`config.mk`:
```
export PLATFORM = sky130hd
export DESIGN_NAME = fdt_structure_token_parser
export DESIGN_NICKNAME = d
export VERILOG_FILES = /design/src/rtl/core/fdtp_pkg.sv /design/src/rtl/core/fdtp_parse.sv /design/src/rtl/core/fdtp_result_fifo.sv /design/src/rtl/core/fdt_structure_token_parser.sv
export SDC_FILE = /design/constraint.sdc
export NUM_CORES = 1
export LEC_CHECK = 0
export BUFFER_PORTS_ARGS = -buffer_cell sky130_fd_sc_hd__buf_2
export CORE_MARGIN = 2
export CORE_UTILIZATION = 40
export CTS_BUF_LIST = sky130_fd_sc_hd__clkbuf_8
export CTS_CLUSTER_DIAMETER = 30
export DETAILED_ROUTE_END_ITERATION = 10
export PLACE_DENSITY = 0.61
export SYNTH_ARGS = -nofsm -noshare
export SYNTH_HDL_FRONTEND = slang
export SYNTH_HIERARCHICAL = 1
export SYNTH_SLANG_ARGS = --single-unit
```
`constraint.sdc`:
```
create_clock -name clk -period 26.6 [get_ports clk]
set_input_delay 3.99 -clock clk [delete_from_list [all_inputs] [get_ports clk]]
set_output_delay 3.99 -clock clk [all_outputs]
set_load 0.05 [all_outputs]
```
`src/rtl/core/fdtp_pkg.sv`:
```
// ----------------------------------------------------------------------------
// fdtp_pkg: shared types for the device-tree structure token parser
// Token kinds, the result beat layout and the push bundle that the parser
// hands to the result queue.
// ----------------------------------------------------------------------------
package fdtp_pkg;

	localparam int CFG_W    = 21;  // configuration register width
	localparam int POS_W    = 21;  // byte position width
	localparam int OFF_W    = 20;  // offset fields
	localparam int LEN_W    = 21;  // value length
	localparam int SKIP_W   = 19;  // value words left to skip
	localparam int WORD_W   = 32;

	localparam int Q_DEPTH  = 4;   // result queue entries
	localparam int Q_PTR_W  = 2;
	localparam int Q_CNT_W  = 3;

	// configuration register indexes
	localparam logic [0:0] CFG_STRUCT_BYTES  = 1'b0;
	localparam logic [0:0] CFG_STRINGS_BYTES = 1'b1;

	typedef enum logic [2:0] {
		KIND_BEGIN_NODE = 3'd0,
		KIND_END_NODE   = 3'd1,
		KIND_PROPERTY   = 3'd2,
		KIND_END        = 3'd3,
		KIND_ERROR      = 3'd4
	} token_kind_t;

	typedef struct packed {
		token_kind_t        kind;
		logic [OFF_W-1:0]   name_offset;
		logic [OFF_W-1:0]   data_offset;
		logic [LEN_W-1:0]   data_length;
		logic               last_of_run;
	} result_t;

	// up to two result beats pushed per parsed word
	typedef struct packed {
		logic [1:0] n;
		result_t    r0;
		result_t    r1;
	} push_t;

endpackage

```
`src/rtl/core/fdtp_parse.sv`:
```
// ----------------------------------------------------------------------------
// fdtp_parse: per-word parse step and parser state
// Decodes one structure word against the current phase and position, updates
// the state and produces zero, one or two result beats.
// ----------------------------------------------------------------------------
module fdtp_parse #(
	parameter int unsigned MAX_BLOB_BYTES = 1048576
) (
	input  logic                          clk,
	input  logic                          arst_n,
	input  logic                          advance,
	input  logic [fdtp_pkg::WORD_W-1:0]   word,
	input  logic                          start_req,
	input  logic [fdtp_pkg::CFG_W-1:0]    struct_bytes,
	input  logic [fdtp_pkg::CFG_W-1:0]    strings_bytes,
	output fdtp_pkg::push_t               push
);
	import fdtp_pkg::*;

	typedef enum logic [2:0] {
		PH_TOKEN, PH_NAME, PH_PLEN, PH_POFF, PH_SKIP, PH_DONE, PH_ERR
	} phase_t;

	localparam logic [WORD_W-1:0] TOK_BEGIN_NODE = 32'h0000_0001;
	localparam logic [WORD_W-1:0] TOK_END_NODE   = 32'h0000_0002;
	localparam logic [WORD_W-1:0] TOK_PROP       = 32'h0000_0003;
	localparam logic [WORD_W-1:0] TOK_NOP        = 32'h0000_0004;
	localparam logic [WORD_W-1:0] TOK_END        = 32'h0000_0009;

	localparam logic [24:0] MaxBytes = 25'(MAX_BLOB_BYTES);

	phase_t              phase_q, phase_b, phase_d;
	logic [POS_W-1:0]    pos_q, pos_b, pos_d;
	logic [SKIP_W-1:0]   skip_q, skip_b, skip_d;
	logic [LEN_W-1:0]    hlen_q, hlen_b, hlen_d;
	logic [OFF_W-1:0]    hname_q, hname_b, hname_d;

	logic [CFG_W-1:0]    lim;
	logic [22:0]         lim23, p23, p4, p8, room;
	logic [32:0]         pad;
	logic [21:0]         hlen_rnd;
	logic                zero_byte, prim_v, end_err;
	result_t             prim, err_res;

	assign lim = ({4'b0, struct_bytes} > MaxBytes) ? MaxBytes[CFG_W-1:0] : struct_bytes;
	assign lim23 = {2'b0, lim};

	// start_req restarts the parse before this word is looked at
	always_comb begin
		if (start_req) begin
			phase_b = PH_TOKEN;
			pos_b   = '0;
			skip_b  = '0;
			hlen_b  = '0;
			hname_b = '0;
		end else begin
			phase_b = phase_q;
			pos_b   = pos_q;
			skip_b  = skip_q;
			hlen_b  = hlen_q;
			hname_b = hname_q;
		end
	end

	assign p23  = {2'b0, pos_b};
	assign p4   = p23 + 23'd4;
	assign p8   = p23 + 23'd8;
	assign room = lim23 - p8;
	assign pad  = ({1'b0, word} + 33'd3) & ~33'd3;
	assign hlen_rnd = {1'b0, hlen_b} + 22'd3;
	assign zero_byte = (word[31:24] == 8'd0) || (word[23:16] == 8'd0) ||
	                   (word[15:8] == 8'd0) || (word[7:0] == 8'd0);

	always_comb begin
		err_res = '0;
		err_res.kind = KIND_ERROR;
		err_res.last_of_run = 1'b1;
	end

	always_comb begin
		phase_d = phase_b;
		pos_d   = pos_b;
		skip_d  = skip_b;
		hlen_d  = hlen_b;
		hname_d = hname_b;
		prim_v  = 1'b0;
		prim    = err_res;
		end_err = 1'b0;
		if (phase_b == PH_DONE || phase_b == PH_ERR) begin
			// sticky: drop the word
		end else if (p4 > lim23) begin
			phase_d = PH_ERR;
			prim_v  = 1'b1;
		end else begin
			unique case (phase_b)
				PH_TOKEN: begin
					case (word)
						TOK_BEGIN_NODE: begin
							hname_d = p4[OFF_W-1:0];
							phase_d = PH_NAME;
						end
						TOK_END_NODE: begin
							prim_v = 1'b1;
							prim.kind = KIND_END_NODE;
						end
						TOK_PROP: begin
							if (p8 > lim23) begin
								phase_d = PH_ERR;
								prim_v  = 1'b1;
							end else begin
								phase_d = PH_PLEN;
							end
						end
						TOK_NOP: begin
						end
						TOK_END: begin
							phase_d = PH_DONE;
							prim_v  = 1'b1;
							prim.kind = KIND_END;
						end
						default: begin
							phase_d = PH_ERR;
							prim_v  = 1'b1;
						end
					endcase
				end
				PH_NAME: begin
					if (zero_byte) begin
						if (p4 >= lim23) begin
							phase_d = PH_ERR;
							prim_v  = 1'b1;
						end else begin
							phase_d = PH_TOKEN;
							prim_v  = 1'b1;
							prim.kind = KIND_BEGIN_NODE;
							prim.name_offset = hname_b;
						end
					end
				end
				PH_PLEN: begin
					// negative room ends in the block-end error either way
					if (room[22] || (pad > {10'b0, room})) begin
						phase_d = PH_ERR;
						prim_v  = 1'b1;
					end else begin
						hlen_d  = word[LEN_W-1:0];
						phase_d = PH_POFF;
					end
				end
				PH_POFF: begin
					if (word >= {11'b0, strings_bytes}) begin
						phase_d = PH_ERR;
						prim_v  = 1'b1;
					end else begin
						prim_v = 1'b1;
						prim.kind = KIND_PROPERTY;
						prim.name_offset = word[OFF_W-1:0];
						prim.data_offset = p4[OFF_W-1:0];
						prim.data_length = hlen_b;
						skip_d  = hlen_rnd[SKIP_W+1:2];
						phase_d = (hlen_rnd[SKIP_W+1:2] != '0) ? PH_SKIP : PH_TOKEN;
					end
				end
				default: begin
					if (skip_b != '0) begin
						skip_d = skip_b - 1'b1;
					end
					if (skip_b <= SKIP_W'(1)) begin
						phase_d = PH_TOKEN;
					end
				end
			endcase
			pos_d = p4[POS_W-1:0];
			if (phase_d != PH_DONE && phase_d != PH_ERR && p8 > lim23) begin
				phase_d = PH_ERR;
				end_err = 1'b1;
			end
		end
	end

	always_comb begin
		push = '0;
		if (advance) begin
			if (prim_v && end_err) begin
				push.n  = 2'd2;
				push.r0 = prim;
				push.r0.last_of_run = 1'b0;
				push.r1 = err_res;
			end else if (prim_v) begin
				push.n  = 2'd1;
				push.r0 = prim;
				push.r0.last_of_run = 1'b1;
			end else if (end_err) begin
				push.n  = 2'd1;
				push.r0 = err_res;
			end
		end
	end

	always_ff @(posedge clk or negedge arst_n) begin
		if (!arst_n) begin
			phase_q <= PH_TOKEN;
			pos_q   <= '0;
			skip_q  <= '0;
			hlen_q  <= '0;
			hname_q <= '0;
		end else if (advance) begin
			phase_q <= phase_d;
			pos_q   <= pos_d;
			skip_q  <= skip_d;
			hlen_q  <= hlen_d;
			hname_q <= hname_d;
		end
	end

`ifndef SYNTHESIS
	a_sticky_silent: assert property (@(posedge clk) disable iff (!arst_n)
		advance && !start_req && (phase_q == PH_DONE || phase_q == PH_ERR) |-> push.n == 2'd0)
		else $error("parser emitted a beat after end or error");
	a_second_is_error: assert property (@(posedge clk) disable iff (!arst_n)
		push.n == 2'd2 |-> push.r1.kind == KIND_ERROR && !push.r0.last_of_run)
		else $error("second beat of a word is not a closing error");
	a_pos_aligned: assert property (@(posedge clk) disable iff (!arst_n)
		advance |=> pos_q[1:0] == 2'b00)
		else $error("byte position lost word alignment");
`endif

endmodule

```
`src/rtl/core/fdtp_result_fifo.sv`:
```
// ----------------------------------------------------------------------------
// fdtp_result_fifo: result queue
// Takes up to two result beats per cycle and hands them out one per beat.
// ----------------------------------------------------------------------------
module fdtp_result_fifo (
	input  logic                  clk,
	input  logic                  arst_n,
	input  fdtp_pkg::push_t       push,
	output logic                  room,
	output logic                  out_valid,
	input  logic                  out_ready,
	output fdtp_pkg::result_t     head
);
	import fdtp_pkg::*;

	result_t              mem_q [Q_DEPTH];
	logic [Q_PTR_W-1:0]   wr_q, rd_q, wr_next;
	logic [Q_CNT_W-1:0]   cnt_q;
	logic                 pop;

	assign out_valid = (cnt_q != '0);
	assign pop       = out_valid && out_ready;
	assign room      = (cnt_q <= Q_CNT_W'(Q_DEPTH - 2));
	assign head      = mem_q[rd_q];
	assign wr_next   = wr_q + 1'b1;

	always_ff @(posedge clk) begin
		if (push.n != 2'd0) begin
			mem_q[wr_q] <= push.r0;
		end
		if (push.n == 2'd2) begin
			mem_q[wr_next] <= push.r1;
		end
	end

	always_ff @(posedge clk or negedge arst_n) begin
		if (!arst_n) begin
			wr_q  <= '0;
			rd_q  <= '0;
			cnt_q <= '0;
		end else begin
			wr_q  <= wr_q + Q_PTR_W'(push.n);
			rd_q  <= rd_q + Q_PTR_W'(pop);
			cnt_q <= cnt_q + Q_CNT_W'(push.n) - Q_CNT_W'(pop);
		end
	end

`ifndef SYNTHESIS
	a_no_overflow: assert property (@(posedge clk) disable iff (!arst_n)
		cnt_q <= Q_CNT_W'(Q_DEPTH))
		else $error("result queue overflow");
	a_push_has_room: assert property (@(posedge clk) disable iff (!arst_n)
		push.n != 2'd0 |-> room)
		else $error("push without two free entries");
	a_pop_drains: assert property (@(posedge clk) disable iff (!arst_n)
		pop && push.n == 2'd0 |=> cnt_q == $past(cnt_q) - 1'b1)
		else $error("pop did not drain an entry");
`endif

endmodule

```
`src/rtl/core/fdt_structure_token_parser.sv`:
```
// ----------------------------------------------------------------------------
// fdt_structure_token_parser: device-tree structure block token parser
// Streams structure words in and emits begin_node, end_node, property, end
// and error tokens.
// ----------------------------------------------------------------------------
// Usage:
//   Input channel (in_valid/in_ready) carries one big-endian structure word
//   per beat; start_req marks the first word of a block and restarts parsing.
//   Output channel (out_valid/out_ready) carries one token per beat;
//   last_of_run marks the final token caused by a word (a word gives zero,
//   one or two tokens).
//   Path: an accepted word is held in the input register, then parsed into
//   the result queue, from which its tokens leave.
//   Throughput: one word per cycle while the queue has room; the parse step is
//   a single registered pass. Two tokens from one word take two output beats.
//   Stall: the four-entry result queue absorbs output stalls; in_ready drops
//   once more than two tokens are queued, and words hold in the input
//   register until the queue drains.
//   Reset: parser restarts at byte zero expecting a token, both size
//   registers read zero, queue empties. After an end or error token later
//   words yield nothing until start_req.
//   Configure struct_bytes and strings_bytes via cfg_we only while idle.
// ----------------------------------------------------------------------------
module fdt_structure_token_parser #(
	parameter int unsigned MAX_BLOB_BYTES = 1048576
) (
	input  logic                          clk,
	input  logic                          arst_n,
	input  logic                          cfg_we,
	input  logic [0:0]                    cfg_index,
	input  logic [fdtp_pkg::CFG_W-1:0]    cfg_data,
	input  logic                          in_valid,
	output logic                          in_ready,
	input  logic [fdtp_pkg::WORD_W-1:0]   word,
	input  logic                          start_req,
	output logic                          out_valid,
	input  logic                          out_ready,
	output logic [2:0]                    token_kind,
	output logic [fdtp_pkg::OFF_W-1:0]    name_offset,
	output logic [fdtp_pkg::OFF_W-1:0]    data_offset,
	output logic [fdtp_pkg::LEN_W-1:0]    data_length,
	output logic                          last_of_run
);
	import fdtp_pkg::*;

	logic [CFG_W-1:0]   struct_bytes_q, strings_bytes_q;
	logic               valid_s1, start_s1;
	logic [WORD_W-1:0]  word_s1;
	logic               room, advance;
	push_t              push;
	result_t            head;

	// size registers: the user must write them only while the block is idle; the block does not enforce it
	always_ff @(posedge clk or negedge arst_n) begin
		if (!arst_n) begin
			struct_bytes_q  <= '0;
			strings_bytes_q <= '0;
		end else if (cfg_we) begin
			unique case (cfg_index)
				CFG_STRUCT_BYTES:  struct_bytes_q  <= cfg_data;
				CFG_STRINGS_BYTES: strings_bytes_q <= cfg_data;
			endcase
		end
	end

	// input register: advance into the parser whenever the queue can take
	// a full run of two tokens
	assign advance  = valid_s1 && room;
	assign in_ready = !valid_s1 || room;

	always_ff @(posedge clk or negedge arst_n) begin
		if (!arst_n) begin
			valid_s1 <= 1'b0;
		end else if (in_ready) begin
			valid_s1 <= in_valid;
		end
	end

	// hold the word until it is parsed
	always_ff @(posedge clk) begin
		if (in_valid && in_ready) begin
			word_s1  <= word;
			start_s1 <= start_req;
		end
	end

	fdtp_parse #(
		.MAX_BLOB_BYTES (MAX_BLOB_BYTES)
	) u_parse (
		.clk           (clk),
		.arst_n        (arst_n),
		.advance       (advance),
		.word          (word_s1),
		.start_req     (start_s1),
		.struct_bytes  (struct_bytes_q),
		.strings_bytes (strings_bytes_q),
		.push          (push)
	);

	fdtp_result_fifo u_fifo (
		.clk       (clk),
		.arst_n    (arst_n),
		.push      (push),
		.room      (room),
		.out_valid (out_valid),
		.out_ready (out_ready),
		.head      (head)
	);

	assign token_kind  = head.kind;
	assign name_offset = head.name_offset;
	assign data_offset = head.data_offset;
	assign data_length = head.data_length;
	assign last_of_run = head.last_of_run;

`ifndef SYNTHESIS
	a_stage_holds: assert property (@(posedge clk) disable iff (!arst_n)
		valid_s1 && !room |=> valid_s1 && $stable(word_s1) && $stable(start_s1))
		else $error("stalled word left the input register");
	a_ready_when_empty: assert property (@(posedge clk) disable iff (!arst_n)
		!valid_s1 |-> in_ready)
		else $error("input blocked with an empty input register");
	a_push_only_on_advance: assert property (@(posedge clk) disable iff (!arst_n)
		!advance |-> push.n == 2'd0)
		else $error("tokens pushed without a parsed word");
`endif

endmodule

```
---- After elaboration in Yosys (flattened, before gate mapping) ----
Memory sizes are Yosys's and may differ from the RTL's.
Index checks and enable logic that the tools add are counted.
cells by class
  muxes and demuxes ....................... 63
  bitwise operators ....................... 1
  div/mod/pow operators ................... 0
  $mul .................................... 0
  reduce and logical (&&, ||, !) cells .... 27
  shifts and indexed selects .............. 0
  magnitude comparators ................... 8
  add/subtract/negate cells ............... 11
  eq/ne operators ......................... 13
operators with widths
  operator                                                                 number
  64-bit 2-to-1 mux                                                        3
  21-bit 2-to-1 mux                                                        9
  67-bit 2-to-1 mux                                                        2
  132-bit 2-to-1 mux                                                       1
  20-bit 2-to-1 mux                                                        5
  19-bit 2-to-1 mux                                                        5
  66-bit 2-to-1 mux                                                        1
  65-bit 2-to-1 mux                                                        1
  32-bit by 2-bit equality test with 1-bit output (second input constant)  2
  23-bit by 21-bit greater-than comparator with 1-bit output               2
  23-bit 2-to-1 mux                                                        2
  41-bit 2-to-1 mux                                                        1
  20-bit one-hot mux with 2 select lines                                   1
  3-bit 2-to-1 mux                                                         13
  19-bit one-hot mux with 2 select lines                                   1
  19-bit nonzero test                                                      2
  32-bit by 2-bit adder with 33-bit output (second input constant)         1
  33-bit by 23-bit greater-than comparator with 1-bit output               1
  32-bit by 1-bit equality test with 1-bit output (second input constant)  1
  32-bit by 3-bit equality test with 1-bit output (second input constant)  1
  32-bit by 4-bit equality test with 1-bit output (second input constant)  1
  32-bit by 21-bit >= comparator with 1-bit output                         1
  8-bit zero test                                                          4
  3-bit one-hot mux with 4 select lines                                    2
  34 further kinds                                                         60
word-level totals
  register bits after elaboration ......... 167
  input port bits ......................... 60
  bits in latches ......................... 0
  memories kept ........................... 1
  memory bits (writable) .................. 260
  ROM bits ................................ 0
memory list
  memory        depth  width  rd ports  clocked after Yosys merged registers in  write ports  RTL line                text
  u_fifo.mem_q  4      65     1         0                                        2            fdtp_result_fifo.sv:16  result_t mem_q [Q_DEPTH];

---- Depth between registers and ports, before layout ----
Gate-level depths: netlist of run 1.
  depth in word-level cells ............... 22
  gate-level depth with buffers ........... 45
  mapped depth without buffers ............ 38

---- Hierarchy ----
Netlist of run 1, hierarchy kept.
modules (own cells, without submodules)
  module                      area an instance (um2)  cells an instance  times used  sequential area each (um2)
  fdtp_result_fifo            13,340.3                670                1           7,982.7
  fdtp_parse                  9,988.3                 1,288              1           2,102.0
  fdt_structure_token_parser  2,705.1                 128                1           2,067.0

---- Worst setup path after synthesis of run 1 ----
OpenSTA, ideal clock, no wires.
  kind .................................... register -> register
  start point ............................. register start_s1
  end point ............................... memory u_fifo/mem_q[0][0] in the netlist's numbering, enable pin
  path buffers ............................ 6
  arrival ................................. 11.963 ns
  required time ........................... 26.022 ns
  library setup time ...................... 0.578 ns
  path slack .............................. 14.060 ns
  period minus slack after synthesis ...... 12.540 ns
  stages on the path, launching flop included .. 41
  path through ............................ edfxtp_1 > buf_2 > buf_2 > buf_1 > buf_6 > clkbuf_1 > nor2b_1 > ha_1 > and3_1 > and3_1 > and2_1 > and3_1 > xor2_1 > nand2_1 > ha_1 > nand4_1 > or2_2 > nor2_1 > (+5 left out) > a21oi_1 > xor2_1 > ha_1 > a2111oi_0 > o21ai_0 > o21ai_0 > mux2_2 > a31oi_1 > nor4_1 > o211ai_1 > o21ai_0 > xor2_1 > o21a_1 > ha_1 > and2_1 > buf_4 > o21bai_1 > o21ai_0
RTL lines
  what                      RTL line                          text
  start: declaration        fdt_structure_token_parser.sv:47  logic valid_s1, start_s1;
  start signal: assignment  fdt_structure_token_parser.sv:83  start_s1 <= start_req;
  end: declaration          fdtp_result_fifo.sv:16

==> key figures, run 1 <==
Placement
  – Detailed Place HPWL: 48600 um
  – PortBufs: 126
  – Final GP Congestion: 0.933

Clock network
  – Clock Latency Late Sink: 710 ps
  – CTS tree: done
  – Post_cts resized: 0
  – Hold Buf Count CTS: 0
  – Total CTS buffers: 101
  – Post-CTS Setup Bufs: 0
  – Root Buffer: clkbuf_8
  – Htree depth: 3
  – Clock Tree Buf Depth: 3
  – Reg clk slew, reported paths: 60 ps
  – CTS Sinks: 427

Power
  – Pwr dens: 97.2 mW/mm2
  – Switching share of power: 0.409
  – Clock network power share: 0.289
  – Sw power: 0.00116 W
  – Leakage: 11.7 nW
  – P_int: 0.00168 W
  – Logic pwr share: 0.376
  – Peak VDD IR: 0.0000611 V
  – Flop pwr share: 0.335

Drt
  – Total Wirelength: 71800 um
  – Vias per Instance: 5.57
  – Vias: 17600
  – Routed WL per cell: 22.7 um
  – Initial DRC Count: 1374
  – DRC viols: 0
  – TritonRoute pass-1 iters: 5
  – Final ANT Viol Nets: 0

STA
  – Slew margin rel.: 0.272
  – Final Hold Vio Count: 0
  – Final Skew: 40.7 ps
  – Max Freq: 100 MHz
  – Count of final setup violators: 0
  – RSZ-0062 raised after global routing: no
  – Setup TNS: 0 ps
  – Measured slew at the worst slew-check pin: 1090 ps
  – Max-slew violations: 0
  – Period utilization: 0.376
  – Post-layout min period: 10000 ps

Critical path
  – Arrival @ worst endpoint: 10430 ps
  – CP most frequent cell: ha_1
  – Crit path largest cell delay: 870 ps
  – Crit path required time: 27040 ps
  – CP max stage cell: and4bb_4
  – Reg2Reg Setup Slack: 16600 ps
  – Worst Path Max Fanout: 39
  – Startpoint class of the critical path: flip-flop
  – Critical path capture point type: flip-flop
  – Kind of critical path: flip-flop to flip-flop

Final layout
  – Synth-to-layout area growth: 12.3%
  – Layout cells sized above 1: 0.315
  – Multi-input logic area: 0.0127 mm2
  – Core Util, Final: 0.454
  – Sequential Area: 0.0122 mm2
  – Fillers: 5882
  – Fin nets: 2377
  – N_diodes: 0

Synth
  – Fraction of the mapped netlist area in simple logic gates: 0.103
  – Sequential area share after synthesis: 0.467
  – Mapped cell area: 0.0260 mm2
  – Top cell type's share of synthesized area: 0.338
  – Synth Instances: 2086
  – Fraction of the mapped netlist area in compound gates: 0.0868
  – Post-synth ARST share: 0.314
  – Count leader, synth: edfxtp_1
  – Distinct cell type count after synthesis: 98
  – Post-synthesis mux area share: 0.205
  – Ranking of synthesized cells by area: edfxtp_1, dfrtp_1, mux2_2
  – Largest area contributor in the netlist: edfxtp_1
  – XOR/XNOR Fraction of Synth Area: 0.0363
  – Largest family of logic cells by synthesized area: multiplexers
  – Main synth FF type: edfxtp_1
  – #FFs+latches synth: 427
  – Number of synthesis warnings: 6
  – Number of synthesized flops with an enable pin: 293
  – Area share of fa/ha/maj cells after synthesis: 0.0453
  – Syn avg cell area: 12.5 um2
  – Most frequent cells after synthesis: edfxtp_1, mux2_2, dfrtp_1

Die
  – Die Ht: 259 um
  – Core ar.: 0.0643 mm2
  – FP Rows: 93
  – Starting Density: 0.405
  – Number of I/O pins: 127
  – DIE AREA: 0.0671 mm2
  – Die X: 259 um

Hold path
  – Worst min path class: flip-flop to flip-flop

Job
  – Max-cap violations: 0

Global route
  – Global Route Usage Sum: 0.215
  – First-pass GRT wire length: 111000 um
  – Initial antenna violation count: 2
  – Largest net degree at the start of global routing: 88
  – Vias in the first global route: 18500
  – Remaining Overflow, GRT: 0

Outcome
  – Status: finished, final reports clean
[final cells by class]
type	count	share of cell area
inverter	78	0.0100
clock inverter	84	0.0267
multi-input combinational	1466	0.434
sequential	427	0.416
timing repair buffer	150	0.0280
clock buffer	104	0.0490
tap	855	0.0366
[cells by family after synthesis]
group,after synthesis
simple gates,509
flops,427
mux,372
compound gates,321
buf+inv,255
xor+xnor,108
fa+ha+maj,93
other cells,1
[worst max-delay path: cells and delay by family (launching register included)]
family	cells	cell delay, ps
AND/OR/NAND/NOR	14	3520
flip-flops	1	390
multiplexers	2	600
adder cells (fa/ha/maj)	4	1240
buffers and inverters	2	1010
AO/OA/AOI/OAI	11	2400
XOR/XNOR	3	490
[flip-flops by register name (all words and copies together), names as in the netlist]
| signal | flops |
|---|---|
| u_parse/hlen_q | 21 |
| u_parse/pos_q | 21 |
| u_fifo/mem_q | 260 |
| valid_s1 | 1 |
| word_s1 | 32 |
| u_parse/phase_q | 3 |
| start_s1 | 1 |
| strings_bytes_q | 21 |
| u_parse/skip_q | 19 |
| u_fifo/cnt_q | 3 |
| u_fifo/wr_q | 2 |
| u_fifo/rd_q | 2 |
| u_parse/hname_q | 20 |
| struct_bytes_q | 21 |
[power groups by stage]
stage / Combinational (W) / Clock, W / Sequential, W
floorplan: 0.000842 / 0 / 0.000904
global placement: 0.00106 / 0 / 0.000957
detailed placement: 0.00107 / 0 / 0.000962
CTS: 0.00107 / 0.000841 / 0.000951
global route: 0.00115 / 0.000874 / 0.000963
finish: 0.00107 / 0.000822 / 0.000951
[path summary, 6_finish.rpt]
check	from	end	cells past startpoint
max in group asynchronous	arst_n	u_fifo/rd_q[0]$_DFF_PN0_	2
min in group asynchronous	arst_n	strings_bytes_q[20]$_DFFE_PN0P_	1
worst max-delay path	start_s1$_DFFE_PP_	u_fifo/mem_q[3][2]$_DFFE_PP_	36
worst max register to register	start_s1$_DFFE_PP_	u_fifo/mem_q[3][2]$_DFFE_PP_	36
worst min register to register	u_parse/hname_q[18]$_DFFE_PN0P_	u_parse/hname_q[18]$_DFFE_PN0P_	2
worst min-delay path	u_parse/hname_q[18]$_DFFE_PN0P_	u_parse/hname_q[18]$_DFFE_PN0P_	2
[routing by layer]
metal / GRT usage / wire [um]
met1: 0.295 / 32100
met2: 0.342 / 33100
met3: 0.0392 / 4640
met4: 0.0755 / 1970
met5: 0 / 0
[through the flow]
stage / total power [W] / setup slack [ps] / cell area, um2 / instances / hold slack (ps)
after floorplan: 0.00175 / 14060 / 26300 / 2148 / 449
after global placement: 0.00202 / 16850 / 27000 / 2976 / 482
after detailed placement: 0.00203 / 16720 / 27000 / 2976 / 489
after CTS: 0.00286 / 16660 / 29200 / 3164 / 503
after global routing: 0.00298 / 15880 / 29200 / 3164 / 518
final: 0.00284 / 16600 / 29200 / 3164 / 501
[placed cells by master, fill, tap and decap left out, drive strengths merged, types with 23 or more instances in the layout]
| cell type | count |
|---|---|
| a21oi | 67 |
| a22o | 56 |
| a22oi | 23 |
| and2 | 33 |
| buf | 150 |
| clkbuf | 104 |
| clkinv | 35 |
| conb | 63 |
| dfrtp | 134 |
| edfxtp | 293 |
| ha | 91 |
| inv | 100 |
| mux2 | 304 |
| mux4 | 65 |
| nand2 | 125 |
| nand3 | 42 |
| nand4 | 26 |
| nor2 | 116 |
| nor2b | 26 |
| nor3 | 40 |
| nor4 | 27 |
| o21ai | 69 |
| xnor2 | 68 |
| xor2 | 40 |
No activity file was read; power rests on OpenSTA's default activity.
==> inputs of run 2 (changes only) <==
Settings changed: ABC_AREA set to 1.
Clock period 26.6 ns to 9.4 ns, I/O delays scaled along.
==> run 2 against run 1 <==
Against the previous run:
- largest cell class unchanged
- worst setup slack worse by 16000 ps
- critical endpoint is now u_fifo/mem_q[0][0]$_DFFE_PP_
- non-clock buffer count is 6 higher
- cell area is 6.0% higher
- flip-flop and latch count stayed put
- via count is 37% higher
- critical path type unchanged
- synthesized cell count is 73% higher
==> key figures, run 2 <==
Outcome
  – Status: finished, final reports clean (unchanged)

Synth
  – Count leader, synth: nand2_1 (was edfxtp_1)
  – Number of synthesized flops with an enable pin: 293 (unchanged)
  – Post-synth ARST share: 0.314 (unchanged)
  – Distinct cell type count after synthesis: 55 (was 98)
  – Top cell type's share of synthesized area: 0.316 (was 0.338)
  – Main synth FF type: edfxtp_1 (unchanged)
  – Largest area contributor in the netlist: edfxtp_1 (unchanged)
  – Synth Instances: 3602 (was 2086)
  – Most frequent cells after synthesis: nand2_1, nor2_1, o21ai_0 (was edfxtp_1, mux2_2, dfrtp_1)
  – Ranking of synthesized cells by area: edfxtp_1, dfrtp_1, nand2_1 (was edfxtp_1, dfrtp_1, mux2_2)
  – Syn avg cell area: 7.73 um2 (was 12.5 um2)
  – Mapped cell area: 0.0279 mm2 (was 0.0260 mm2)
  – Sequential area share after synthesis: 0.436 (was 0.467)
  – #FFs+latches synth: 427 (unchanged)
  – Number of synthesis warnings: 6 (unchanged)

Die
  – DIE AREA: 0.0718 mm2 (was 0.0671 mm2)
  – FP Rows: 96 (was 93)
  – Core ar.: 0.0688 mm2 (was 0.0643 mm2)
  – Die X: 268 um (was 259 um)
  – Die Ht: 268 um (was 259 um)
  – Number of I/O pins: 127 (unchanged)
  – Starting Density: 0.405 (about the same)

Global route
  – Largest net degree at the start of global routing: 131 (was 88)
  – Remaining Overflow, GRT: 0 (unchanged)
  – Initial antenna violation count: 4 (was 2)
  – First-pass GRT wire length: 127000 um (was 111000 um)
  – Global Route Usage Sum: 0.229 (was 0.215)
  – Vias in the first global route: 22200 (was 18500)

STA
  – Slew margin rel.: 0.257 (was 0.272)
  – RSZ-0062 raised after global routing: no (unchanged)
  – Hold WS: 467 ps (was 501 ps)
  – Final Hold Vio Count: 0 (unchanged)
  – Final Skew: 43.1 ps (was 40.7 ps)
  – Period utilization: 0.885 (was 0.376)
  – Max-slew violations: 0 (unchanged)
  – Max Freq: 120 MHz (was 100 MHz)
  – Setup TNS: 0 ps (unchanged)
  – Count of final setup violators: 0 (unchanged)
  – Post-layout min period: 8320 ps (was 10000 ps)
  – Final WS setup: 1080 ps (was 16600 ps)
  – Measured slew at the worst slew-check pin: 1110 ps (was 1090 ps)

Drt
  – Initial DRC Count: 2016 (was 1374)
  – Final ANT Viol Nets: 0 (unchanged)
  – DRC viols: 0 (unchanged)
  – TritonRoute pass-1 iters: 6 (was 5)
  – Routed WL per cell: 17.5 um (was 22.7 um)
  – Total Wirelength: 82300 um (was 71800 um)
  – Vias: 24100 (was 17600)
  – Vias per Instance: 5.12 (was 5.57)

Critical path
  – Worst Path Max Fanout: 72 (was 39)
  – Crit path largest cell delay: 670 ps (was 870 ps)
  – Kind of critical path: flip-flop to flip-flop (unchanged)
  – Startpoint class of the critical path: flip-flop (unchanged)
  – Crit path required time: 9840 ps (was 27040 ps)
  – Critical path capture point type: flip-flop (unchanged)
  – Arrival @ worst endpoint: 8770 ps (was 10430 ps)
  – CP max stage cell: buf_4 (was and4bb_4)
  – CP most frequent cell: nand2_1 (was ha_1)

Job
  – Max-cap violations: 0 (unchanged)

Placement
  – Final GP Congestion: 0.966 (was 0.933)
  – PortBufs: 126 (unchanged)
  – Setup WS pre-CTS: 1160 ps (was 16720 ps)
  – Detailed Place HPWL: 56100 um (was 48600 um)

Clock network
  – Post_cts resized: 0 (unchanged)
  – CTS Sinks: 427 (unchanged)
  – Reg clk slew, reported paths: 60 ps (about the same)
  – Root Buffer: clkbuf_8 (unchanged)
  – Clock Latency Late Sink: 740 ps (was 710 ps)
  – Post-CTS Setup Bufs: 0 (unchanged)
  – Clock Tree Buf Depth: 3 (unchanged)
  – Total CTS buffers: 103 (was 101)
  – Htree depth: 3 (unchanged)
  – Hold Buf Count CTS: 0 (unchanged)
  – CTS tree: done (unchanged)

Power
  – Pwr dens: 286 mW/mm2 (was 97.2 mW/mm2)
  – Leakage: 12.9 nW (was 11.7 nW)
  – Pwr Total: 0.00888 W (was 0.00284 W)
  – Peak VDD IR: 0.000221 V (was 0.0000611 V)

Final layout
  – Layout cells sized above 1: 0.115 (was 0.315)
  – Fin nets: 3844 (was 2377)
  – Commonest non-fill, non-tap cell in the layout: nand2_1 (was edfxtp_1)
  – Top reg by flops: u_fifo/mem_q (unchanged)
  – Commonest cells after routing, fill and taps aside: nand2_1, nor2_1, o21ai_0 (was edfxtp_1, mux2_2, dfrtp_1)
  – Synth-to-layout area growth: 11.3% (was 12.3%)
  – Core Util, Final: 0.450 (was 0.454)
  – Biggest regs: u_fifo/mem_q: 260 flops, word_s1: 32 flops (unchanged)
  – Largest register FFs: 260 (unchanged)

Hold path
  – Worst min path class: flip-flop to flip-flop (unchanged)
[run 2: routing by layer]
layer	wire length, um	part of all wire	global-route usage
met5	45	0.00055	0
met4	2230	0.027	0.0753
met1	37100	0.45	0.322
met3	6010	0.073	0.0400
met2	36900	0.45	0.359
[run 2: path summary, 6_finish.rpt]
kind | start | end | slack, ps | depth (start not counted)
max in group asynchronous | arst_n | u_fifo/rd_q[0]$_DFF_PN0_ | 7180 | 2
min in group asynchronous | arst_n | strings_bytes_q[5]$_DFFE_PN0P_ | 710 | 1
setup / recovery | struct_bytes_q[6]$_DFFE_PN0P_ | u_fifo/mem_q[0][0]$_DFFE_PP_ | 1080 | 46
hold / removal | struct_bytes_q[1]$_DFFE_PN0P_ | struct_bytes_q[1]$_DFFE_PN0P_ | 470 | 2
hold reg to reg | struct_bytes_q[1]$_DFFE_PN0P_ | struct_bytes_q[1]$_DFFE_PN0P_ | 470 | 2
setup reg to reg | struct_bytes_q[6]$_DFFE_PN0P_ | u_fifo/mem_q[0][0]$_DFFE_PP_ | 1080 | 46
[run 2: cells by family after synthesis]
family          share of synthesized area
compound gates                      0.158
xor+xnor                           0.0236
fa+ha+maj                          0.0423
buf+inv                             0.112
flops                               0.436
other cells                      0.000135
simple gates                        0.228
[run 2: power breakdown]
group          total, W  internal [W]  switching [W]  leakage [nW]
combinational   0.00381      0.000944        0.00286          7.05
sequential      0.00267       0.00242       0.000250          4.71
clock           0.00240       0.00143       0.000978          1.19
total           0.00888       0.00479        0.00409          12.9
[run 2: area by class of cell]
class | instances | area [um2]
repair buffers | 156 | 912
inverters | 415 | 1560
fillers | 6929 | 37800
flip-flops and latches | 427 | 12200
clock inverters | 79 | 728
well taps | 931 | 1160
diodes | 1 | 2.50
clock buffers | 115 | 1580
multi-input cells | 2588 | 12900
[run 2: critical path: cells and delay by family (launching register included)]
family / cells / cell delay [ps]
flops: 1 / 420
compound gates: 7 / 1120
fa+ha+maj: 3 / 1000
xor+xnor: 1 / 160
simple gates: 27 / 3310
buf+inv: 8 / 1930
[run 2: stage by stage]
stage | area, um2 | instances
2_1_floorplan | 28100 | 3664
5_1_grt | 31000 | 4712
6_report | 31000 | 4712
3_5_place_dp | 28700 | 4517
4_1_cts | 31000 | 4711
3_3_place_gp | 28700 | 4517
